$ cat src/rtl/led_strip_gradient_wipe_fade_unit_macros.svh
// Assertion macros shared by the gradient wipe fade unit.
// Depends on nothing; included by the modules that carry assertions.
`ifndef LED_STRIP_GRADIENT_WIPE_FADE_UNIT_MACROS_SVH
`define LED_STRIP_GRADIENT_WIPE_FADE_UNIT_MACROS_SVH

// Same-cycle implication, checked outside reset.
`define LSGW_ASSERT_IMP(name, clk, rst_n, ante, cons, msg) \
  name: assert property (@(posedge clk) disable iff (!rst_n) (ante) |-> (cons)) \
    else $error(msg);

// Next-cycle implication, checked outside reset.
`define LSGW_ASSERT_NXT(name, clk, rst_n, ante, cons, msg) \
  name: assert property (@(posedge clk) disable iff (!rst_n) (ante) |=> (cons)) \
    else $error(msg);

`endif

$ cat src/rtl/lsgw_pkg.sv
// Shared types and constants of the gradient wipe fade unit.
// Depends on nothing; used by every module of the block.
package lsgw_pkg;

  localparam int IDX_W        = 10;
  localparam int Q16_W        = 17;
  localparam int LEN_W        = 16;
  localparam int COLOR_W      = 24;
  localparam int CHAN_W       = 8;
  localparam int CHANNELS     = 3;
  localparam int STOP_CNT_W   = 3;
  localparam int CFG_IDX_W    = 3;
  localparam int CFG_DATA_W   = 24;
  localparam int HEAD_SHIFT   = 24;
  localparam int FRONT_STAGES = 5;
  localparam int SHADE_STAGES = 6;

  localparam logic [Q16_W-1:0] Q16_ONE           = 17'h10000;
  localparam logic [LEN_W:0]   LEN_OFFSET        = 17'd256;
  localparam logic [LEN_W-1:0] WIPE_LENGTH_RESET = 16'd256;

  typedef enum logic [CFG_IDX_W-1:0] {
    CFG_STOP_COUNT  = 3'd0,
    CFG_WIPE_LENGTH = 3'd1,
    CFG_COLOR_BASE  = 3'd2
  } cfg_idx_e;

  // Values that ride along a pixel until the color stage needs them.
  typedef struct packed {
    logic [IDX_W-1:0] idx;
    logic [Q16_W-1:0] fade;
  } side_t;

  function automatic logic [Q16_W-1:0] sat_q16(input logic [Q16_W-1:0] v);
    return (v > Q16_ONE) ? Q16_ONE : v;
  endfunction

endpackage

$ cat src/rtl/lsgw_shade.sv
// Gradient lookup between color stops, exact divide by the pixel count,
// and the final wipe and fade scaling. Depends on lsgw_pkg.
module lsgw_shade #(
  parameter int PIXEL_COUNT = 64,
  parameter int MAX_STOPS   = 6
) (
  input  logic                                                  clk_i,
  input  logic                                                  rst_ni,
  input  logic                                                  valid_i,
  input  logic [lsgw_pkg::Q16_W-1:0]                            quot_i,
  input  lsgw_pkg::side_t                                       side_i,
  input  logic [$clog2(MAX_STOPS)-1:0]                          span_i,
  input  logic [MAX_STOPS-1:0][lsgw_pkg::COLOR_W-1:0]           colors_i,
  output logic                                                  valid_o,
  output logic [lsgw_pkg::CHAN_W-1:0]                           red_o,
  output logic [lsgw_pkg::CHAN_W-1:0]                           green_o,
  output logic [lsgw_pkg::CHAN_W-1:0]                           blue_o
);

  localparam int CHAN_W    = lsgw_pkg::CHAN_W;
  localparam int CHANNELS  = lsgw_pkg::CHANNELS;
  localparam int COLOR_W   = lsgw_pkg::COLOR_W;
  localparam int Q16_W     = lsgw_pkg::Q16_W;
  localparam int NW        = $clog2(PIXEL_COUNT + 1);
  localparam int SEG_W     = $clog2(MAX_STOPS);
  localparam int T_W       = lsgw_pkg::IDX_W + SEG_W;
  localparam int X_W       = CHAN_W + NW;
  // floor(x / N) as (x * RECIP) >> DIV_SHIFT is exact for every x below 256 * N.
  localparam int DIV_SHIFT = CHAN_W + 2 * $clog2(PIXEL_COUNT);
  localparam int RECIP     = (2 ** DIV_SHIFT + PIXEL_COUNT - 1) / PIXEL_COUNT;
  localparam int RECIP_W   = DIV_SHIFT - $clog2(PIXEL_COUNT) + 2;
  localparam int PROD_W    = X_W + RECIP_W;
  localparam int QF_W      = 2 * Q16_W - 1;
  localparam int OUT_W     = CHAN_W + QF_W;
  localparam int STAGES    = lsgw_pkg::SHADE_STAGES;

  logic [STAGES-1:0]                    valid_q;
  logic [T_W-1:0]                       t1_q, t1_d;
  logic [QF_W-1:0]                      qf1_q, qf2_q, qf3_q, qf4_q, qf5_q, qf1_d;
  logic [SEG_W-1:0]                     seg2_q, seg2_d;
  logic [NW-1:0]                        rem2_q, rem2_d;
  logic [T_W-1:0]                       off;
  logic [COLOR_W-1:0]                   col_a, col_b;
  logic [CHANNELS-1:0][X_W-1:0]         pa3_q, pb3_q, pa3_d, pb3_d;
  logic [CHANNELS-1:0][X_W-1:0]         x4_q, x4_d;
  logic [CHANNELS-1:0][PROD_W-1:0]      prod5_q, prod5_d;
  logic [CHANNELS-1:0][OUT_W-1:0]       scaled;
  logic [CHANNELS-1:0][CHAN_W-1:0]      out6_q, out6_d;

  assign t1_d  = T_W'(side_i.idx) * T_W'(span_i);
  assign qf1_d = QF_W'(quot_i) * QF_W'(side_i.fade);

  // Segment number by compare against the fixed segment boundaries.
  always_comb begin
    seg2_d = '0;
    off    = '0;
    for (int k = 1; k < MAX_STOPS - 1; k++) begin
      if (t1_q >= T_W'(k * PIXEL_COUNT)) begin
        seg2_d = SEG_W'(k);
        off    = T_W'(k * PIXEL_COUNT);
      end
    end
    rem2_d = NW'(t1_q - off);
  end

  always_comb begin
    col_a = '0;
    col_b = '0;
    for (int k = 0; k < MAX_STOPS - 1; k++) begin
      if (seg2_q == SEG_W'(k)) begin
        col_a = colors_i[k];
        col_b = colors_i[k+1];
      end
    end
    for (int c = 0; c < CHANNELS; c++) begin
      pa3_d[c] = X_W'(col_a[COLOR_W-1-CHAN_W*c -: CHAN_W]) *
                 X_W'(NW'(PIXEL_COUNT) - rem2_q);
      pb3_d[c] = X_W'(col_b[COLOR_W-1-CHAN_W*c -: CHAN_W]) * X_W'(rem2_q);
    end
  end

  always_comb begin
    for (int c = 0; c < CHANNELS; c++) begin
      x4_d[c]    = pa3_q[c] + pb3_q[c];
      prod5_d[c] = PROD_W'(x4_q[c]) * PROD_W'(RECIP);
      scaled[c]  = OUT_W'(prod5_q[c][DIV_SHIFT +: CHAN_W]) * OUT_W'(qf5_q);
      out6_d[c]  = scaled[c][2*(Q16_W-1) +: CHAN_W];
    end
  end

  always_ff @(posedge clk_i or negedge rst_ni) begin
    if (!rst_ni) begin
      valid_q <= '0;
    end else begin
      valid_q <= {valid_q[STAGES-2:0], valid_i};
    end
  end

  always_ff @(posedge clk_i) begin
    t1_q    <= t1_d;
    qf1_q   <= qf1_d;
    seg2_q  <= seg2_d;
    rem2_q  <= rem2_d;
    qf2_q   <= qf1_q;
    pa3_q   <= pa3_d;
    pb3_q   <= pb3_d;
    qf3_q   <= qf2_q;
    x4_q    <= x4_d;
    qf4_q   <= qf3_q;
    prod5_q <= prod5_d;
    qf5_q   <= qf4_q;
    out6_q  <= out6_d;
  end

  assign valid_o = valid_q[STAGES-1];
  assign red_o   = out6_q[0];
  assign green_o = out6_q[1];
  assign blue_o  = out6_q[2];

endmodule

$ cat config.mk
export PLATFORM = sky130hd
export DESIGN_NAME = lsgw_shade
export DESIGN_NICKNAME = d
export VERILOG_FILES = /design/src/rtl/led_strip_gradient_wipe_fade_unit_macros.svh /design/src/rtl/lsgw_pkg.sv /design/src/rtl/lsgw_shade.sv
export SDC_FILE = /design/constraint.sdc
export NUM_CORES = 2
export LEC_CHECK = 0
export ABC_AREA = 1
export BUFFER_PORTS_ARGS = -buffer_cell sky130_fd_sc_hd__buf_2
export CAP_MARGIN = 5
export CORE_ASPECT_RATIO = 1.75
export CORE_MARGIN = 5
export CORE_UTILIZATION = 53
export CTS_CLUSTER_SIZE = 30
export DETAILED_ROUTE_END_ITERATION = 8
export GPL_TIMING_DRIVEN = 0
export HOLD_SLACK_MARGIN = 0.12
export MAX_ROUTING_LAYER = met4
export PLACE_DENSITY = 0.74
export SLEW_MARGIN = 5
export SYNTH_ARGS = -nofsm -noshare
export SYNTH_HDL_FRONTEND = slang
export SYNTH_SLANG_ARGS = --single-unit
$ cat constraint.sdc
create_clock -name clk_i -period 12 [get_ports clk_i]
set_input_delay 0.6 -clock clk_i [delete_from_list [all_inputs] [get_ports clk_i]]
set_output_delay 0.6 -clock clk_i [all_outputs]
set_load 0.01 [all_outputs]
# == Word-level counts from Yosys, hierarchy flattened ==
# Index checks and enable logic that the tools add are counted.
# op_classes
addsub,5
n_mul,11
n_lt_le_gt_ge,4
eq_ne,4
muxes,17
reduce_logical,1
# op_table
op,count
2-to-1 mux 24 bit,10
multiplier 8 x 33 -> 40 bit,3
adder 14 bit,3
multiplier 8 x 7 -> 14 bit,3
multiplier 17 x 17 -> 33 bit,1
multiplier 8 x 15 -> 14 bit,2
2-to-1 mux 7 bit,4
">= comparator 13 x 8 -> 1 bit, second input constant",2
multiplier 9 x 8 -> 14 bit,1
">= comparator 13 x 7 -> 1 bit, second input constant",1
">= comparator 13 x 9 -> 1 bit, second input constant",1
multiplier 10 x 3 -> 13 bit,1
"subtractor 7 x 7 -> 8 bit, first input constant",1
subtractor 7 bit,1
"equality test 3 x 2 -> 1 bit, second input constant",2
"equality test 3 x 1 -> 1 bit, second input constant",1
"equality test 3 bit, second input constant",1
zero test 3 bit,1
2-to-1 mux 3 bit,1
2-to-1 mux 2 bit,1
2-to-1 mux 1 bit,1
# totals
regBits,386
inputBits,194
word_cells,66

# == Longest topological paths before layout ==
# logic_depth
word_depth,7
ltp_mapped,30

# == Least setup slack after synthesis ==
# No wires, ideal clock.
# synth_timing
path_kind,input-to-reg
startpoint,in quot_i[7] (netlist bit)
endpoint,reg qf1_q[29]
setup_ns,0.120
arrival_time_ns,5.552
required_time_ns,11.880
setup_slack_ns,6.329
cell_stages,23
path_buffers,2
cell_sequence,clkbuf_1 -> clkbuf_1 -> nand2_1 -> fa_1 -> inv_1 -> fa_1 -> inv_1 -> fa_1 -> inv_1 -> fa_1 -> fa_1 -> inv_1 -> fa_1 -> inv_1 -> ha_1 -> nand2_1 -> nor2_1 -> inv_1 -> nor3_1 -> nand3_1 -> nand3_1 -> a31oi_1 -> xnor2_1
# synth_via
elab_chain_len,1
# synth_rtl
item,line_no,text
"start, declared",lsgw_shade.sv:10,"input logic [lsgw_pkg::Q16_W-1:0] quot_i,"
multiplier 17 x 17 -> 33 bit,lsgw_shade.sv:51,assign qf1_d = QF_W'(quot_i) * QF_W'(side_i.fade);
via qf1_d[29],lsgw_shade.sv:39,"logic [QF_W-1:0] qf1_q, qf2_q, qf3_q, qf4_q, qf5_q, qf1_d;"
"end signal, assigned",lsgw_shade.sv:101,qf1_q <= qf1_d;
"end, declared",lsgw_shade.sv:39,
# The timed path passes the listed nets, and every way through them passes these cells.
# A chain may end at the register's enable or synchronous reset.

==> metrics.csv <==
stage;metric;value;unit
grt;grt_max_degree;18;
logic_synthesis;synth-async-reset-ratio;1.71;%
finish;syn2layout_area_growth;6.90;%
clock_network;clkLatencyLatePin;0.58;ns
die;start_util;53.5;%
worst_setup_path;cp-start-kind;flip-flop;
die;die_y;440;um
logic_synthesis;ys_seq_elements;350;
clock_network;cts_tree;built;
timing;post-route-min-period;7.67;ns
clock_network;clkSlewWorstSetupHoldPaths;0.06;ns
worst_setup_path;crit_fanout;10;
timing;hold_violations;0;
place;port-buffer-count;181;
logic_synthesis;syn-num-nets;8747;
detailed_routing;totalWireLength;183000;um
finish;nNetsFinal;8968;
clock_network;cts_buffers;36;
clock_network;htreeDepth;2;
timing;fin_crit_sh;63.9;%
die;die_w;256;um
detailed_routing;dr.pass1.iters;8;
worst_setup_path;path_class;flip-flop to flip-flop;
finish;final_common_cell;nand2_1;
timing;finClkSkew;0.0375;ns
logic_synthesis;synth-main-ff-cell;dfxtp_1;
clock_network;root_buffer;clkbuf_16;
detailed_routing;avgViaCountPerCell;5.38;
grt;grt_use_total;33.5;%
place;hpwl;157000;um
finish;mostFrequentLayoutCells;nand2_1 (1744), inv_1 (1690), fa_1 (999);
clock_network;cts_setup_buffers;0;
worst_hold_path;holdCritPathClass;primary input to flip-flop;
grt;grt_pass1_vias;50496;
detailed_routing;dr_total_vias;46677;
timing;max-slew-margin-rel;19.3;%
die;fp.dieArea;112000;um^2
timing;rsz0062_at_grt;no;
timing;finalMaxSlewViolations;0;
logic_synthesis;synth_edf_count;0;
logic_synthesis;synth_area;56000;um^2
grt;grt_pass1_wl;280000;um
timing;setup-tns-final;0;ns
die;core;105000;um^2
timing;setup-violations-final;0;
logic_synthesis;syn_area_per_cell;7.92;um^2
detailed_routing;final_antenna_net_count;0;
timing;fmax;0.130;GHz
worst_setup_path;cp_data_required_time;12.42;ns
logic_synthesis;synth_seq_area_share;12.6;%
grt;grt_overflow;0;
worst_setup_path;cp.arrival;8.09;ns
clock_network;cts_sinks;350;
logic_synthesis;synthCells;7065;
detailed_routing;drtIter0Drc;2764;
grt;antenna_found_initial;6;
logic_synthesis;yosys.cell_types.count;63;
run_status;status;finished clean;
flow_run;max-cap-violations;0;
timing;worstMarginPinSlew;1.21;ns
place;gp_congestion;1.04;
die;ios;219;
finish;drive_gt1_share;5.87;%
die;rows;157;
logic_synthesis;yosys_warnings;0;
worst_setup_path;setup.worst_path.end_class;flip-flop;
detailed_routing;drc_errors;0;
detailed_routing;routedWlPerCell;21.1;um
clock_network;cts_buffer_depth;3;
through the flow:
stage                     util [%]  std cells  area (um^2)  hold WS (ns)  setup WS [ns]
after detailed placement      56.0       8597        58600         0.312           4.43
final                         57.2       8671        59900         0.232           4.33
after global placement        56.0       8597        58600         0.310           4.39
after CTS                     57.1       8664        59800         0.203           4.39
after floorplan                  -       7065        56000         0.304           6.33
after global routing          57.2       8669        59800         0.247           4.02
worst max-delay path, cell delays in order, from the launching register on:
cell and delay (ns):
dfxtp_1 0.33, clkbuf_1 0.28, inv_1 0.37, clkbuf_1 0.47, ha_1 0.30, inv_1 0.06, nor2_1 0.19, nand2_1 0.10
xor2_1 0.76, clkinv_1 0.60, nand2_1 0.24, fa_1 0.48, fa_1 0.55, inv_1 0.05, fa_1 0.50, fa_1 0.42
ha_1 0.35, a21oi_1 0.16, o21ai_0 0.14, a21o_1 0.19, a21oi_1 0.21, o21ai_0 0.13, a21oi_1 0.17, xor2_1 0.46
logic make-up after synthesis:
family          after synthesis  synth area share, %
simple gates               2450                 17.4
buf+inv                    2017                 13.8
fa+ha+maj                  1488                 46.6
compound gates              596                 6.91
flops                       350                 12.6
xor+xnor                    164                 2.65
state kept, by name (all words and copies together), names as in the netlist, 33 cells and up:
name	count
pa3_q	42
pb3_q	42
qf4_q	33
qf3_q	33
qf1_q	33
qf5_q	33
qf2_q	33
cells in the mapped netlist (all sizes together) (28+ instances only):
| cell | instances | share of area (%) |
|---|---|---|
| nand2 | 1756 | 12 |
| inv | 1724 | 12 |
| fa | 999 | 36 |
| ha | 489 | 11 |
| nor2 | 470 | 3.2 |
| dfxtp | 344 | 12 |
| clkbuf | 246 | 1.7 |
| a21oi | 242 | 2.2 |
| o21ai | 154 | 1.6 |
| nand3 | 110 | 1.1 |
| xor2 | 104 | 1.6 |
| xnor2 | 57 | 0.89 |
| o211ai | 43 | 0.76 |
| buf | 41 | 0.58 |
| nor3 | 39 | 0.38 |
| a221oi | 37 | 0.77 |
| a21o | 35 | 0.47 |
| nand4 | 30 | 0.34 |
| a31oi | 28 | 0.31 |
metal layers:
layer | part of all wire [%] | track usage (%) | vias to the layer above
met3 | 5.1 | 3.72 | 765
met4 | 11 | 27.3 | 0
met1 | 32 | 32.0 | 22745
li1 | - | - | 21283
met2 | 52 | 60.6 | 1884
met5 | 0 | - | -
area by class of cell:
| cell class | count | area, um^2 |
|---|---|---|
| buffer | 287 | 1250 |
| clock inverter | 20 | 224 |
| sequential | 350 | 7040 |
| timing repair buffer | 183 | 926 |
| inverter | 1730 | 6500 |
| tap | 1351 | 1690 |
| multi-input combinational | 4698 | 41200 |
| clock buffer | 45 | 1010 |
| fill | 9912 | 44800 |
| antenna | 7 | 17.5 |
what timing repair did:
item                       4_1_cts  5_1_grt
gates resized for setup          0        0
hold endpoints to repair         7        0
hold buffers                     2        0
setup endpoints to repair        0        0
final timing paths:
path,from,endpoint,slack (ns),cells past startpoint
setup / recovery,rem2_q[1],pa3_q[42],4.33,23
hold / removal,side_i[17],t1_q[0],0.23,3
setup reg to reg,rem2_q[1],pa3_q[42],4.33,23
hold reg to reg,qf2_q[28],qf3_q[28],0.31,0
max in group asynchronous,rst_ni,valid_q[4],11.48,2
min in group asynchronous,rst_ni,valid_q[5],0.38,2
Power is not shown: default switching activity piles up to over one toggle a cycle in this logic, so the estimate is an artifact.
