<file path="src/rtl/led_strip_gradient_wipe_fade_unit_macros.svh">
// Assertion macros shared by the gradient wipe fade unit.
// Depends on nothing; included by the modules that carry assertions.
`ifndef LED_STRIP_GRADIENT_WIPE_FADE_UNIT_MACROS_SVH
`define LED_STRIP_GRADIENT_WIPE_FADE_UNIT_MACROS_SVH

// Same-cycle implication, checked outside reset.
`define LSGW_ASSERT_IMP(name, clk, rst_n, ante, cons, msg) \
  name: assert property (@(posedge clk) disable iff (!rst_n) (ante) |-> (cons)) \
    else $error(msg);

// Next-cycle implication, checked outside reset.
`define LSGW_ASSERT_NXT(name, clk, rst_n, ante, cons, msg) \
  name: assert property (@(posedge clk) disable iff (!rst_n) (ante) |=> (cons)) \
    else $error(msg);

`endif

</file>
<file path="src/rtl/lsgw_pkg.sv">
// Shared types and constants of the gradient wipe fade unit.
// Depends on nothing; used by every module of the block.
package lsgw_pkg;

  localparam int IDX_W        = 10;
  localparam int Q16_W        = 17;
  localparam int LEN_W        = 16;
  localparam int COLOR_W      = 24;
  localparam int CHAN_W       = 8;
  localparam int CHANNELS     = 3;
  localparam int STOP_CNT_W   = 3;
  localparam int CFG_IDX_W    = 3;
  localparam int CFG_DATA_W   = 24;
  localparam int HEAD_SHIFT   = 24;
  localparam int FRONT_STAGES = 5;
  localparam int SHADE_STAGES = 6;

  localparam logic [Q16_W-1:0] Q16_ONE           = 17'h10000;
  localparam logic [LEN_W:0]   LEN_OFFSET        = 17'd256;
  localparam logic [LEN_W-1:0] WIPE_LENGTH_RESET = 16'd256;

  typedef enum logic [CFG_IDX_W-1:0] {
    CFG_STOP_COUNT  = 3'd0,
    CFG_WIPE_LENGTH = 3'd1,
    CFG_COLOR_BASE  = 3'd2
  } cfg_idx_e;

  // Values that ride along a pixel until the color stage needs them.
  typedef struct packed {
    logic [IDX_W-1:0] idx;
    logic [Q16_W-1:0] fade;
  } side_t;

  function automatic logic [Q16_W-1:0] sat_q16(input logic [Q16_W-1:0] v);
    return (v > Q16_ONE) ? Q16_ONE : v;
  endfunction

endpackage

</file>
<file path="src/rtl/lsgw_div.sv">
// Pipelined restoring divider for the Q1.16 soft-edge factor, one quotient bit per stage.
// Depends on lsgw_pkg and the assertion macro header.
`include "led_strip_gradient_wipe_fade_unit_macros.svh"

module lsgw_div #(
  parameter int DIVISOR_W = 27
) (
  input  logic                                 clk_i,
  input  logic                                 rst_ni,
  input  logic                                 valid_i,
  input  logic [DIVISOR_W+lsgw_pkg::Q16_W-2:0] dividend_i,
  input  lsgw_pkg::side_t                      side_i,
  input  logic [DIVISOR_W-1:0]                 divisor_i,
  output logic                                 valid_o,
  output logic [lsgw_pkg::Q16_W-1:0]           quot_o,
  output lsgw_pkg::side_t                      side_o
);

  localparam int QUOT_W = lsgw_pkg::Q16_W;
  localparam int REM_W  = DIVISOR_W + QUOT_W;

  logic [QUOT_W-1:0] valid_q;
  logic [REM_W-1:0]  rem_q  [QUOT_W];
  logic [QUOT_W-1:0] quo_q  [QUOT_W];
  lsgw_pkg::side_t   side_q [QUOT_W];

  for (genvar s = 0; s < QUOT_W; s++) begin : g_stage
    localparam int Bit = QUOT_W - 1 - s;

    logic              v_in;
    logic [REM_W-1:0]  r_in;
    logic [QUOT_W-1:0] qo_in;
    lsgw_pkg::side_t   sd_in;
    logic [REM_W:0]    trial;
    logic [REM_W-1:0]  rem_d;
    logic [QUOT_W-1:0] quo_d;

    if (s == 0) begin : g_first
      assign v_in  = valid_i;
      assign r_in  = REM_W'(dividend_i);
      assign qo_in = '0;
      assign sd_in = side_i;
    end else begin : g_next
      assign v_in  = valid_q[s-1];
      assign r_in  = rem_q[s-1];
      assign qo_in = quo_q[s-1];
      assign sd_in = side_q[s-1];
    end

    // The remainder stays below divisor << (Bit + 1), so one trial subtract settles the bit.
    assign trial = {1'b0, r_in} - ((REM_W+1)'(divisor_i) << Bit);
    assign rem_d = trial[REM_W] ? r_in : trial[REM_W-1:0];
    assign quo_d = trial[REM_W] ? qo_in : (qo_in | (QUOT_W'(1) << Bit));

    always_ff @(posedge clk_i or negedge rst_ni) begin
      if (!rst_ni) begin
        valid_q[s] <= 1'b0;
      end else begin
        valid_q[s] <= v_in;
      end
    end

    always_ff @(posedge clk_i) begin
      rem_q[s]  <= rem_d;
      quo_q[s]  <= quo_d;
      side_q[s] <= sd_in;
    end
  end

  assign valid_o = valid_q[QUOT_W-1];
  assign quot_o  = quo_q[QUOT_W-1];
  assign side_o  = side_q[QUOT_W-1];

  `LSGW_ASSERT_IMP(a_quot_at_most_one, clk_i, rst_ni, valid_o,
    !(quot_o[QUOT_W-1] && (quot_o[QUOT_W-2:0] != '0)), "soft-edge factor above 1.0")
  `LSGW_ASSERT_IMP(a_rem_below_divisor, clk_i, rst_ni, valid_o,
    rem_q[QUOT_W-1] < REM_W'(divisor_i), "divider remainder not below divisor")
  `LSGW_ASSERT_NXT(a_div_latency, clk_i, rst_ni, $past(valid_i, QUOT_W-1),
    valid_o, "divider dropped a beat")

endmodule

</file>
<file path="config.mk">
export PLATFORM = sky130hd
export DESIGN_NAME = lsgw_div
export DESIGN_NICKNAME = d
export VERILOG_FILES = /design/src/rtl/lsgw_pkg.sv /design/src/rtl/lsgw_div.sv
export VERILOG_INCLUDE_DIRS = /design/src /design/src/rtl
export SDC_FILE = /design/constraint.sdc
export NUM_CORES = 2
export LEC_CHECK = 0
export ABC_AREA = 1
export BUFFER_PORTS_ARGS = -buffer_cell sky130_fd_sc_hd__buf_2
export CELL_PAD_IN_SITES_DETAIL_PLACEMENT = 1
export CELL_PAD_IN_SITES_GLOBAL_PLACEMENT = 2
export CORE_AREA = 3 3 454 456
export DETAILED_ROUTE_END_ITERATION = 8
export DIE_AREA = 0 0 457 459
export PLACE_DENSITY_LB_ADDON = 0.12
export SLEW_MARGIN = 40
export SYNTH_ARGS = -nofsm -noshare
export SYNTH_HDL_FRONTEND = slang
export SYNTH_SLANG_ARGS = --single-unit
</file>
<file path="constraint.sdc">
create_clock -name clk_i -period 2.5 [get_ports clk_i]
set_clock_uncertainty 0.2 [all_clocks]
set_input_delay 0.125 -clock clk_i [delete_from_list [all_inputs] [get_ports clk_i]]
set_output_delay 0.125 -clock clk_i [all_outputs]
set_load 0.01 [all_outputs]
</file>
# ---- Word-level counts from Yosys, hierarchy flattened
# Memories as Yosys holds them, arrays and structs flattened.
# Cells that the tools add are included.
dict set report word_totals {
  regBits 17
  ramBits 1496
  input_bits 100
  word_cells 71
  memories 3
}
dict set report op_classes {
  add_sub_neg 17
  mux 34
}
# memory words width rd rd_clocked_by_memory_dff wr line_no
set memory_table {}
lappend memory_table {rem_q 17 44 16 0 17 lsgw_div.sv:23} ;# logic [REM_W-1:0] rem_q [QUOT_W];
lappend memory_table {side_q 17 27 17 0 17 lsgw_div.sv:25} ;# lsgw_pkg::side_t side_q [QUOT_W];
lappend memory_table {quo_q 17 17 17 0 17 lsgw_div.sv:24} ;# logic [QUOT_W-1:0] quo_q [QUOT_W];
# cell n
set ops {}
lappend ops {{2-to-1 mux 44 bit} 17}
lappend ops {{subtractor 44 x 27 -> 45 bit} 1}
lappend ops {{subtractor 44 x 28 -> 45 bit} 1}
lappend ops {{subtractor 44 x 29 -> 45 bit} 1}
lappend ops {{subtractor 44 x 30 -> 45 bit} 1}
lappend ops {{subtractor 44 x 31 -> 45 bit} 1}
lappend ops {{subtractor 44 x 32 -> 45 bit} 1}
lappend ops {{subtractor 44 x 33 -> 45 bit} 1}
lappend ops {{subtractor 44 x 34 -> 45 bit} 1}
lappend ops {{subtractor 44 x 35 -> 45 bit} 1}
lappend ops {{subtractor 44 x 36 -> 45 bit} 1}
lappend ops {{subtractor 44 x 37 -> 45 bit} 1}
lappend ops {{subtractor 44 x 38 -> 45 bit} 1}
lappend ops {{subtractor 44 x 39 -> 45 bit} 1}
lappend ops {{subtractor 44 x 40 -> 45 bit} 1}
lappend ops {{subtractor 44 x 41 -> 45 bit} 1}
lappend ops {{subtractor 44 x 42 -> 45 bit} 1}
lappend ops {{subtractor 43 x 43 -> 44 bit} 1}
lappend ops {{2-to-1 mux 17 bit} 1}
lappend ops {{2-to-1 mux 16 bit} 1}
lappend ops {{2-to-1 mux 15 bit} 1}
lappend ops {{2-to-1 mux 14 bit} 1}
lappend ops {{2-to-1 mux 13 bit} 1}
lappend ops {{2-to-1 mux 12 bit} 1}
lappend ops {{11 further kinds} 11}

# ---- Depth between registers and ports, before layout
# An unclocked memory read counts as a cell.
dict set report logic_depth {
  word_depth 3
  mapped_depth 17
}

# ---- Least setup slack after synthesis
# OpenSTA, ideal clock, no wires.
dict set report synth_path {
  path_kind {input -> register}
  start {input divisor_i[1]}
  end {memory rem_q[0][689] in the netlist's numbering}
  setup_time_ns 0.122
  arrival_time_ns 2.107
  path_slack_ns 0.071
  cell_stages 12
  n_path_buf 2
  cell_sequence {inv_1 ha_1 nand3_1 nand3_1 nand2_1 nand3_2 nand2_1 clkinv_1 nor2_2 buf_6 buf_6 a21oi_2}
}
# element line_no
set synth_rtl {}
lappend synth_rtl {{from (decl)} lsgw_div.sv:13} ;# input logic [DIVISOR_W-1:0] divisor_i,
lappend synth_rtl {{to (decl)} lsgw_div.sv:23}

==> implementation parameters <==
Parameter                              Value

Floorplanning
  Number of standard-cell rows in the floorplan ... 165
  Starting Density ... 35.0%
  Number of placed I/O pins ... 145
  Core region area ... 202,000 um2
  Die Area ... 210,000 um2
  Height of the die ... 459 um
  Horizontal die dimension ... 457 um

Synth
  Instance count of the mapped netlist ... 10.6k
  Netlist Area Pre-Place ... 70,800 um2
  Post-synth net total ... 11.2k
  Share of flip-flops with an asynchronous set or reset ... 1.28%
  Leading register cell type out of synthesis ... dfxtp_1
  Proportion of synthesized chip area in sequential cells ... 37.8%
  Count of flip-flops with a built-in enable after synthesis ... 0
  Yosys warns ... 0
  Post-synthesis cell type count ... 48
  Mean area per synthesized cell ... 6.67 um2
  #FFs+latches synth ... 1,332

GRT
  GRT Resource Usage Total ... 28.4%
  Maximum number of pins on one net before global-route repair ... 46
  Antenna violations before repair ... 7
  GR Overflow Total ... 0
  Via count of the first global-routing pass ... 77.8k
  First-pass GRT wire length ... 458 mm

Routing
  Final routed wire length divided by cell count ... 20.0 um
  Number of iterations in the first detailed-routing pass ... 7
  Overall routed net length ... 306 mm
  Number of violations reported at the end of detailed-routing iteration 0 ... 3,552
  Post-detailed-route via-to-cell ratio ... 4.79
  Number of vias in the routed layout ... 73.2k
  Post-DRT Antenna Nets ... 0
  Drt drc ... 0

Critical path
  Count of buffering cells on the critical path with inverters included ... 2
  Endpoint of the most critical register-to-register path ... rem_q[0][439]
  Kind of cell with the highest combined delay on the critical path ... simple AND/OR/NAND/NOR gates
  Critical path start-end classification ... reg -> reg
  Worst reg-to-reg path cell count ... 11
  Critical path data arrival time ... 3.00 ns
  FF-to-FF setup slack ... 0.02 ns
  Worst r2r src ... rem_q[0][368]
  Dominant cell type by count on the critical path ... nand2_1
  Ordered list of cells on the worst path ... ha_1, nand2_1, nor2_1, nand2_1, nor2_1, nand2_1, nand3_4, a21boi_4, buf_6, clkbuf_16, a21oi_1
  Data required time at the worst endpoint ... 3.03 ns
  Endpoint type of the worst setup path ... flip-flop
  Startpoint type of the worst setup path ... flip-flop
  Maximum fanout encountered on the critical timing path ... 16
  Critical Path Slowest Stage Cell ... ha_1
  Max incr delay on CP ... 0.36 ns

Hold path
  Type of the worst min-delay path ... in -> reg
  Hold-critical path endpoint ... rem_q[0][465]
  Hold Path Cell Cnt ... 7
  Hold wc startpoint ... divisor_i[19]

Power and ir drop
  Power per cell area ... 1330 nW/um2
  Post-layout total power ... 127 mW
  Static leakage ... 49.7 nW
  Worst VDD drop ... 0.857 mV

Status
  Run status ... complete, but fails checks
  Violations in the final reports ... negative hold slack

STA
  Final Setup Violations ... 0
  Final Hold Vio Count ... 1
  Worst setup slack after layout ... 0.0248 ns
  Achievable clock frequency ... 0.404 GHz
  Setup TNS ... 0 ns
  Actual transition at the worst max-transition pin ... 0.656 ns
  Final hold slack ... -0.00303 ns
  Crit path time final ... 2.48 ns
  Portion of the clock cycle consumed by the worst path in the final layout ... 99.0%
  Max-slew violations ... 0
  Worst slew slack as a fraction of its limit ... 56.1%
  Unrepaired setup endpoints after global routing ... yes

Place
  Final HPWL from detailed placement ... 248 mm
  Post-placement cell area ... 85,900 um2
  Input/output buffers ... 144
  Weighted congestion at the end of routability-driven global placement ... 0.928
  Minimum setup slack after placement ... -0.443 ns
  DP Cell Count ... 14.8k

Final layout
  Final Core Density ... 47.2%
  Growth of design area from synthesis to finish ... 34.8%
  Layout Nets ... 13.1k
  Non-filler cells in the finished layout ... 15.3k
  Fraction of layout cells with a size suffix above 1 ... 18.6%
  Post-route standard cell area excluding fillers ... 95,400 um2

Flow run
  Number of maximum-capacitance constraint violations ... 0

Clocking
  Number of clock sinks ... 1,332
  CTS H-tree lvls ... 4
  Number of CTS-inserted buffers ... 150
  CTS tree ... built
  Clock tree root driver cell ... clkbuf_16
  Clock network latency to the later pin of the worst-skew pair ... 0.84 ns
  Clock input transition at the sequential cells of the worst setup and hold paths ... 0.06 ns
  Max clock buf depth ... 3
worst max-delay path by stage:
| stage | end | start | cells after the start | slack, ns |
|---|---|---|---|---|
| 2_1_floorplan | rem_q[0][689] | divisor_i[1] | 12 | 0.07 |
| 3_3_place_gp | rem_q[0][654] | divisor_i[0] | 15 | -0.38 |
| 3_5_place_dp | rem_q[0][654] | divisor_i[0] | 15 | -0.44 |
| 4_1_cts | rem_q[0][584] | rem_q[0][551] | 13 | 0.0009 |
| 5_1_grt | rem_q[0][439] | rem_q[0][368] | 11 | -0.08 |
| 6_report | rem_q[0][439] | rem_q[0][368] | 11 | 0.02 |
Yosys cell counts, types with 20 or more instances:
cell type | n | area share (%)
o21ai_2 | 23 | 0.28
buf_6 | 27 | 0.43
o21ai_1 | 63 | 0.45
xnor2_1 | 157 | 1.9
nand4_1 | 126 | 1.1
a21oi_2 | 20 | 0.25
inv_1 | 1646 | 8.7
o21ai_0 | 273 | 1.9
ha_1 | 458 | 8.1
nand2_1 | 4004 | 21
o21bai_1 | 29 | 0.31
buf_2 | 46 | 0.33
a21oi_1 | 450 | 3.2
nand3_1 | 634 | 4.5
nor3_1 | 75 | 0.53
nand3b_1 | 56 | 0.59
nor2_1 | 891 | 4.7
dfxtp_1 | 1315 | 37
buf_4 | 21 | 0.22
xor2_1 | 117 | 1.4
layout make-up:
class                           count  area, um2
Timing Repair Buffer             1811      15100
Inverter                         1659       6250
Clock buffer                      195       4100
Timing Repair inverter              1       8.76
Tap cell                         2672       3340
Antenna cell                        5       12.5
Sequential cell                  1332      26800
Clock inverter                     72       1230
Fill cell                       25900     107000
Multi-Input combinational cell   7530      38500
report_power, final:
group / total [mW] / switching, mW / internal [mW]
clock: 23.6 / 10.0 / 13.6
sequential: 33.5 / 6.10 / 27.4
combinational: 69.5 / 40.1 / 29.4
total: 127 / 56.2 / 70.4
state kept, by name (all words and copies together) (netlist names):
signal / cells
quo_q: 153
valid_o: 1
g_stage.v_in: 16
side_q: 459
rem_q: 703
metal layers:
metal	vias to the layer above	track usage (%)	wire [um]
met5	-	0	0
met2	1222	49.9	147000
met1	34900	36.1	137000
met4	0	10.1	12500
li1	36700	-	-
met3	445	2.71	10300
worst min-delay path: stages:
cell and delay [ns]:
buf_2 0.10, inv_2 0.18, ha_1 0.23, buf_4 0.15, xor2_1 0.07, nand2_1 0.05, nand2_1 0.04
what timing repair did:
item | in CTS | in global routing
pin swaps | 4 | 46
cloned | 1 | 7
hold buffers | 209 | 6
hold endpoints to repair | 162 | 25
setup endpoints to repair | 243 | 497
resized for setup | 69 | 383
setup buffers | 4 | 29
cells in the final DEF, fill, tap and decap left out, types with 67 or more instances in the layout:
cell type	count
xor2_1	117
clkbuf_16	155
nand2_1	3913
nor3_1	67
buf_12	96
dlygate4sd3_1	209
dfxtp_1	1266
xnor2_1	156
nand4_1	126
buf_4	1337
o21ai_1	79
nor2_1	827
buf_2	145
inv_1	1609
o21ai_0	253
nand3_1	599
nand2_2	101
a21oi_1	409
ha_1	420
logic make-up (layout without fill, tap and decap cells):
group	after synthesis	after routing	share of synthesized area, %
other	0	5	0
buffers and inverters	1756	3738	9.80
DFF	1332	1332	37.8
adders and majority gates	474	474	8.55
xor gates and xnor gates	274	274	3.39
and+or+nand+nor	5897	5897	33.8
AOI/OAI and AO/OA	885	885	6.69
Note: power is estimated with default switching activity, not from simulation.
