### src/rtl/led_strip_gradient_wipe_fade_unit_macros.svh
// Assertion macros shared by the gradient wipe fade unit.
// Depends on nothing; included by the modules that carry assertions.
`ifndef LED_STRIP_GRADIENT_WIPE_FADE_UNIT_MACROS_SVH
`define LED_STRIP_GRADIENT_WIPE_FADE_UNIT_MACROS_SVH

// Same-cycle implication, checked outside reset.
`define LSGW_ASSERT_IMP(name, clk, rst_n, ante, cons, msg) \
  name: assert property (@(posedge clk) disable iff (!rst_n) (ante) |-> (cons)) \
    else $error(msg);

// Next-cycle implication, checked outside reset.
`define LSGW_ASSERT_NXT(name, clk, rst_n, ante, cons, msg) \
  name: assert property (@(posedge clk) disable iff (!rst_n) (ante) |=> (cons)) \
    else $error(msg);

`endif

### src/rtl/lsgw_pkg.sv
// Shared types and constants of the gradient wipe fade unit.
// Depends on nothing; used by every module of the block.
package lsgw_pkg;

  localparam int IDX_W        = 10;
  localparam int Q16_W        = 17;
  localparam int LEN_W        = 16;
  localparam int COLOR_W      = 24;
  localparam int CHAN_W       = 8;
  localparam int CHANNELS     = 3;
  localparam int STOP_CNT_W   = 3;
  localparam int CFG_IDX_W    = 3;
  localparam int CFG_DATA_W   = 24;
  localparam int HEAD_SHIFT   = 24;
  localparam int FRONT_STAGES = 5;
  localparam int SHADE_STAGES = 6;

  localparam logic [Q16_W-1:0] Q16_ONE           = 17'h10000;
  localparam logic [LEN_W:0]   LEN_OFFSET        = 17'd256;
  localparam logic [LEN_W-1:0] WIPE_LENGTH_RESET = 16'd256;

  typedef enum logic [CFG_IDX_W-1:0] {
    CFG_STOP_COUNT  = 3'd0,
    CFG_WIPE_LENGTH = 3'd1,
    CFG_COLOR_BASE  = 3'd2
  } cfg_idx_e;

  // Values that ride along a pixel until the color stage needs them.
  typedef struct packed {
    logic [IDX_W-1:0] idx;
    logic [Q16_W-1:0] fade;
  } side_t;

  function automatic logic [Q16_W-1:0] sat_q16(input logic [Q16_W-1:0] v);
    return (v > Q16_ONE) ? Q16_ONE : v;
  endfunction

endpackage

### src/rtl/lsgw_front.sv
// Wipe head arithmetic: input saturation, head distance and its clamp.
// Depends on lsgw_pkg; feeds the soft-edge divider.
module lsgw_front #(
  parameter int PIXEL_COUNT = 64,
  parameter int DIVISOR_W   = 27
) (
  input  logic                              clk_i,
  input  logic                              rst_ni,
  input  logic                              valid_i,
  input  logic [lsgw_pkg::IDX_W-1:0]        pixel_index_i,
  input  logic [lsgw_pkg::Q16_W-1:0]        wipe_progress_i,
  input  logic [lsgw_pkg::Q16_W-1:0]        fade_level_i,
  input  logic [lsgw_pkg::LEN_W:0]          len_plus_i,
  input  logic [DIVISOR_W-1:0]              divisor_i,
  output logic                              valid_o,
  output logic [DIVISOR_W+lsgw_pkg::Q16_W-2:0] dividend_o,
  output lsgw_pkg::side_t                   side_o
);

  localparam int NW        = $clog2(PIXEL_COUNT + 1);
  localparam int IDX_W     = lsgw_pkg::IDX_W;
  localparam int Q16_W     = lsgw_pkg::Q16_W;
  localparam int PROD_A_W  = Q16_W + lsgw_pkg::LEN_W + 1;
  localparam int PROD_B_W  = PROD_A_W + NW;
  localparam int DIFF_W    = PROD_B_W + 1;
  localparam int END_W     = DIVISOR_W + Q16_W - 1;

  logic [4:0]          valid_q;
  logic [IDX_W-1:0]    idx1_q, idx2_q, idx3_q, idx4_q;
  logic [Q16_W-1:0]    prog1_q;
  logic [Q16_W-1:0]    fade1_q, fade2_q, fade3_q, fade4_q;
  logic [IDX_W-1:0]    idx1_d;
  logic [PROD_A_W-1:0] pa2_q, pa2_d;
  logic [PROD_B_W-1:0] pb3_q, pb3_d;
  logic [DIFF_W-1:0]   diff4_q, diff4_d;
  logic [END_W-1:0]    dividend5_q, dividend5_d;
  lsgw_pkg::side_t     side5_q;
  logic [END_W-1:0]    den;
  logic                neg, over;

  assign idx1_d = ({1'b0, pixel_index_i} >= (IDX_W+1)'(PIXEL_COUNT)) ?
                  IDX_W'(PIXEL_COUNT - 1) : pixel_index_i;
  assign pa2_d  = PROD_A_W'(prog1_q) * PROD_A_W'(len_plus_i);
  assign pb3_d  = PROD_B_W'(pa2_q) * PROD_B_W'(PIXEL_COUNT);
  // Distance of the wipe head past this pixel, in units of 2^-24 of the strip times N.
  assign diff4_d = DIFF_W'(pb3_q) - DIFF_W'({idx3_q, {lsgw_pkg::HEAD_SHIFT{1'b0}}});

  // Pixels ahead of the head get a zero factor, pixels past the soft edge a full one.
  assign den  = {divisor_i, {(Q16_W-1){1'b0}}};
  assign neg  = diff4_q[DIFF_W-1];
  assign over = diff4_q[DIFF_W-2:0] > (DIFF_W-1)'(den);
  always_comb begin
    priority if (neg) begin
      dividend5_d = '0;
    end else if (over) begin
      dividend5_d = den;
    end else begin
      dividend5_d = diff4_q[END_W-1:0];
    end
  end

  always_ff @(posedge clk_i or negedge rst_ni) begin
    if (!rst_ni) begin
      valid_q <= '0;
    end else begin
      valid_q <= {valid_q[3:0], valid_i};
    end
  end

  always_ff @(posedge clk_i) begin
    idx1_q      <= idx1_d;
    prog1_q     <= lsgw_pkg::sat_q16(wipe_progress_i);
    fade1_q     <= lsgw_pkg::sat_q16(fade_level_i);
    idx2_q      <= idx1_q;
    fade2_q     <= fade1_q;
    pa2_q       <= pa2_d;
    idx3_q      <= idx2_q;
    fade3_q     <= fade2_q;
    pb3_q       <= pb3_d;
    idx4_q      <= idx3_q;
    fade4_q     <= fade3_q;
    diff4_q     <= diff4_d;
    dividend5_q <= dividend5_d;
    side5_q     <= '{idx: idx4_q, fade: fade4_q};
  end

  assign valid_o    = valid_q[4];
  assign dividend_o = dividend5_q;
  assign side_o     = side5_q;

endmodule

### config.mk
export PLATFORM = sky130hd
export DESIGN_NAME = lsgw_front
export DESIGN_NICKNAME = d
export VERILOG_FILES = /design/src/rtl/led_strip_gradient_wipe_fade_unit_macros.svh /design/src/rtl/lsgw_pkg.sv /design/src/rtl/lsgw_front.sv
export SDC_FILE = /design/constraint.sdc
export NUM_CORES = 1
export LEC_CHECK = 0
export BUFFER_PORTS_ARGS = -buffer_cell sky130_fd_sc_hd__buf_2
export CORE_ASPECT_RATIO = 0.6
export CORE_MARGIN = 3
export CORE_UTILIZATION = 44
export DETAILED_ROUTE_END_ITERATION = 6
export HOLD_SLACK_MARGIN = 0.1
export PLACE_DENSITY = 0.58
export SKIP_LAST_GASP = 1
export SYNTH_ARGS = -nofsm -noshare
export SYNTH_HDL_FRONTEND = slang
export SYNTH_SLANG_ARGS = --single-unit
export TNS_END_PERCENT = 5
### constraint.sdc
create_clock -name clk_i -period 7.93 [get_ports clk_i]
set_input_delay 0.3965 -clock clk_i [delete_from_list [all_inputs] [get_ports clk_i]]
set_output_delay 0.3965 -clock clk_i [all_outputs]
set_load 0.02 [all_outputs]
# After elaboration in Yosys (flattened, before gate mapping)
# Index checks and enable logic that the tools add are counted.
[word_totals]
inputBits = 91
wordCells = 28
output_inout_bits = 71
regBits = 309
[classes]
n_mul = 1
n_reduce_logical = 2
n_addsub = 1
mux = 1
n_bitwise = 1
order_cmp = 4
[op_table]
columns = ["operator", "n"]
rows = [
  ["$mux W43", 1],
  ["$gt A41 B41 Y1", 1],
  ["$sub A40 B34 Y41", 1],
  ["$gt A17 B17 Y1 const B", 2],
  ["$mul A17 B17 Y34", 1],
  ["$ge A10 B7 Y1 const B", 1],
  ["$reduce_or A2 Y1", 2],
  ["$not A1 Y1", 1],
]

# Longest topological paths before layout
[depth]
word_depth = 3
mapped_depth = 23
mapped_depth_nobuf = 21

# Worst setup path before layout
# No wires, ideal clock.
[synth_timing]
path_kind = "input -> register"
from = "in len_plus_i[10] in the netlist's numbering"
to = "reg pa2_q[26]"
setup_time_ns = 0.072
path_buffers = 2
t_required_ns = 7.858
slack_ns = 2.005
cell_stages = 22
t_arrival_ns = 5.853
path_cell_list = "clkbuf_1 -> clkbuf_1 -> nand2_1 -> fa_1 -> inv_1 -> fa_1 -> inv_1 -> fa_1 -> inv_1 -> fa_1 -> fa_1 -> inv_1 -> fa_1 -> inv_1 -> ha_1 -> a21o_1 -> a21o_1 -> a221oi_2 -> o31ai_2 -> and4_4 -> a311oi_2 -> xnor2_1"
[synth_between]
elab_chain_len = 1
[synth_lines]
columns = ["item", "line", "rtl"]
rows = [
  ["from (decl)", "lsgw_front.sv:13", "input logic [lsgw_pkg::LEN_W:0] len_plus_i,"],
  ["$mul A17 B17 Y34", "lsgw_front.sv:43", "assign pa2_d = PROD_A_W'(prog1_q) * PROD_A_W'(len_plus_i);"],
  ["via pa2_d[26]", "lsgw_front.sv:33", "logic [PROD_A_W-1:0] pa2_q, pa2_d;"],
  ["to (signal assigned)", "lsgw_front.sv:76", "pa2_q <= pa2_d;"],
  ["to (decl)", "lsgw_front.sv:33", ""],
]
# The timed path passes the listed nets, and every way through them passes these cells.
# A chain may end at the register's enable or synchronous reset.

# Final worst setup path
[layout_timing]
from = "reg prog1_q[11]"
to = "reg pa2_q[33]"
[layout_between]
elab_chain_len = 1
[layout_lines]
columns = ["item", "line", "rtl"]
rows = [
  ["from (decl)", "lsgw_front.sv:30", "logic [Q16_W-1:0] prog1_q;"],
  ["from (signal assigned)", "lsgw_front.sv:72", "prog1_q <= lsgw_pkg::sat_q16(wipe_progress_i);"],
  ["$mul A17 B17 Y34", "lsgw_front.sv:43", ""],
  ["via pa2_d[33]", "lsgw_front.sv:33", ""],
]
# The timed path passes the listed nets, and every way through them passes these cells.

==> metrics.yaml <==
run_status:
  outcome: "finished clean"
timing:
  finalCritPeriodShare: 0.8189
  rsz0062_at_grt: "no"
  setup_tns_ps: 0
  setup_viol: 0
  max_freq_mhz: 154.0
  max_slew_margin: 0.3763
  finalCriticalPeriod_ps: 6494
  finClkSkew_ps: 15.27
  hold_viol: 0
  slew_violations: 0
  worstMarginPinSlew_ps: 923.4
  fin_ws_ps: 1436
finish:
  drive_above_1_share: 0.1078
  multi_input_area_mm2: 0.01046
  utilization: 0.5223
  area_delta_synth_final_pct: 15.45
  seqCellArea_mm2: 0.005971
  num-fill-cells: 3590
  diodes: 0
  fin_nets: 2418
grt:
  grt_max_degree: 63
  grtUsageMet3: 0.04966
  overflow: 0
  grt_pass1_wl_um: 66360
  grtUsageTotal: 0.1963
  gr-usage-met1: 0.3060
  use_met2: 0.2744
  grt_pass1_vias: 12090
  grt_antenna_before_repair: 0
  busiest_layer: "met1"
floorplan:
  fp.dieW_um: 266.5
  fp.dieH_um: 162.3
  die_area_mm2: 0.04324
  start_util: 0.4524
  ios: 162
  core-area_mm2: 0.03959
  num_rows: 56
routing:
  drt-initial-drc-count: 663
  wl_per_cell_um: 16.59
  route.detailed.drc: 0
  vias: 11840
  ant_nets: 0
  drtPass1Iterations: 7
  routed_wl_um: 41420
  vias_per_cell: 4.740
power:
  seqPwrFrac: 0.300
  p_per_area_mw_per_mm2: 327.8
  internal_power_mw: 4.071
  p_sw_mw: 2.707
  ir_drop_v: 0.0002003
  p_clk_frac: 0.194
  power_frac_comb: 0.506
  swShare: 0.3994
  p_leak_nw: 10.09
critical_path:
  cp_max_fo: 17
  start_kind: "flip-flop"
  worstSetupPathType: "flip-flop to flip-flop"
  required_ps: 8420
  arrival_ps: 6980
  cp-end-kind: "flip-flop"
clocking:
  insertion_delay_ps: 560
  path_clk_slew_ps: 70
  cts_root_buf: "clkbuf_16"
  h-tree-depth: 1
  post-cts-setup-buffers: 0
  clockBufferDepth: 3
  tritoncts: "done"
  cts.sinks: 297
  cts_buffers: 26
place:
  port-buffer-count: 155
  hpwl_um: 32270
  gp_congestion: 0.8884
  place_ws_ps: 1489
synth:
  synth_ff_type: "dfxtp_1"
  synth-seq-cells: 297
  synth_warnings: 0
  synth_edf_count: 0
  async_reset_ff_frac: 0.01684
  synthesis.area_mm2: 0.01791
  synth_area_per_cell_um2: 10.19
  netlist_instances: 1758
  ys_seq_area_frac: 0.3334
  yosysUniqueCellTypes: 63
hold_path:
  hold_class: "input pin to flip-flop"
job:
  cap_violations: 0
[kinds of logic (layout without fill, tap and decap cells)]
logic type	Yosys count	after routing	share of synthesized area
AOI/OAI and AO/OA	116	116	0.04408
xor gates and xnor gates	41	41	0.02005
adders and majority gates	368	368	0.3514
buffers and inverters	389	597	0.08502
DFF	297	297	0.3334
muxes	25	25	0.01425
other	1	10	0.0002094
and+or+nand+nor	521	521	0.1516
[Yosys cell counts, types with 4 or more instances]
| cell type | number | share of area |
|---|---|---|
| nand2b_1 | 56 | 0.020 |
| fa_1 | 225 | 0.25 |
| nor2_1 | 31 | 0.0065 |
| and3_1 | 5 | 0.0017 |
| nor4_1 | 13 | 0.0045 |
| and2_1 | 126 | 0.044 |
| clkbuf_1 | 50 | 0.010 |
| nor3b_1 | 10 | 0.0042 |
| buf_4 | 6 | 0.0025 |
| dfxtp_1 | 292 | 0.33 |
| buf_6 | 5 | 0.0031 |
| nand3_1 | 12 | 0.0034 |
| o211ai_1 | 4 | 0.0017 |
| a211oi_1 | 9 | 0.0038 |
| o21ai_0 | 16 | 0.0045 |
| nor2b_1 | 37 | 0.013 |
| nand2_1 | 196 | 0.041 |
| inv_1 | 326 | 0.068 |
| xnor2_1 | 30 | 0.015 |
| nand4_1 | 9 | 0.0031 |
| xor2_1 | 11 | 0.0054 |
| ha_1 | 143 | 0.10 |
| nor3_1 | 9 | 0.0025 |
| mux2i_1 | 24 | 0.013 |
| o21a_1 | 7 | 0.0029 |
| a21oi_1 | 40 | 0.011 |
| dfrtp_1 | 5 | 0.0070 |
| a31oi_1 | 4 | 0.0014 |
| a21o_1 | 12 | 0.0050 |
[flip-flops by register name (all words and copies together) (netlist names)]
signal,count
diff4_q,35
dividend_o,37
fade1_q,17
fade2_q,17
fade3_q,17
fade4_q,17
idx1_q,10
idx2_q,10
idx3_q,10
idx4_q,10
pa2_q,34
pb3_q,34
prog1_q,17
side_o,27
valid_q,5
[metal layers]
layer  up-vias  routed length, um
met2       322              16060
met4         0                630
met1      5718              21550
met5         -                  0
li1       5758                  -
met3        37               3178
[metrics by stage]
stage / instances / hold WS [ps] / area, um2 / total power, mW
finish: 2497 / 134.5 / 20680 / 6.778
global route: 2497 / 107.0 / 20680 / 7.374
CTS: 2497 / 100.5 / 20680 / 6.861
detailed placement: 2387 / 215.5 / 19130 / 5.484
global placement: 2387 / 210.6 / 19130 / 5.439
floorplan: 1767 / 100.9 / 17940 / 4.604
[cell type report]
class                      instances  area share
clock buffer                      35     0.03359
tap                              522     0.03159
multi-input combinational       1081      0.5060
inverter                         326     0.05918
timing repair buffer             227     0.07165
clock inverter                     9    0.009259
sequential                       297      0.2888
[layout by cell type, fill, tap and decap left out, types with 3 or more instances in the layout]
master,netlist,final
inv_1,326,326
dfxtp_1,292,292
fa_1,225,225
nand2_1,196,196
buf_2,2,155
ha_1,143,143
and2_1,126,126
dlygate4sd3_1,0,66
nand2b_1,56,56
a21oi_1,40,39
nor2b_1,37,37
nor2_1,31,31
xnor2_1,30,30
clkbuf_16,0,26
mux2i_1,24,24
o21ai_0,16,16
nor4_1,13,13
a21o_1,12,12
nand3_1,12,12
xor2_1,11,11
nor3b_1,10,10
conb_1,1,10
nand4_1,9,9
nor3_1,9,9
a211oi_1,9,9
clkbuf_1,50,8
o21a_1,7,7
buf_4,6,6
and3_1,5,5
bufinv_16,0,5
dfrtp_1,5,5
o211ai_1,4,4
a31oi_1,4,4
o21bai_1,3,3
a41oi_1,3,3
[worst max-delay path, cell delays in order (launching register included)]
cell       delay [ps]
dfxtp_1           840
nand2_1           170
fa_1              550
fa_1              480
fa_1              570
inv_1              70
fa_1              510
fa_1              540
inv_1              50
fa_1              520
inv_1              40
ha_1              400
nand4_1           150
nor2_1             70
a2111oi_2         630
and2_1            250
o21ai_1           170
a31oi_1           250
xnor2_1           130
[worst paths after layout]
kind                                        from           to  slack, ps  cells after the start
worst max-delay path                 prog1_q[11]    pa2_q[33]       1440                     18
min in group asynchronous                 rst_ni   valid_q[1]        180                      2
worst min-delay path            fade_level_i[14]  fade1_q[14]        130                      2
max in group asynchronous                 rst_ni   valid_q[4]       7620                      2
worst min register to register          pa2_q[5]    pb3_q[11]        320                      0
worst max register to register       prog1_q[11]    pa2_q[33]       1440                     18
[repair_timing]
| action | CTS | global route |
|---|---|---|
| hold endpoints to repair | 66 | 0 |
| gates resized for setup | 0 | 0 |
| hold buffers | 66 | 0 |
[power groups by stage]
stage                     clock network, mW  registers [mW]  logic, mW
after floorplan                           0            2.14       2.46
after global placement                    0            2.06       3.37
after detailed placement                  0            2.07       3.41
after CTS                              1.36            2.04       3.46
after global routing                   1.42            2.07       3.88
final                                  1.32            2.03       3.43
Note: power is estimated with default switching activity, not from simulation.
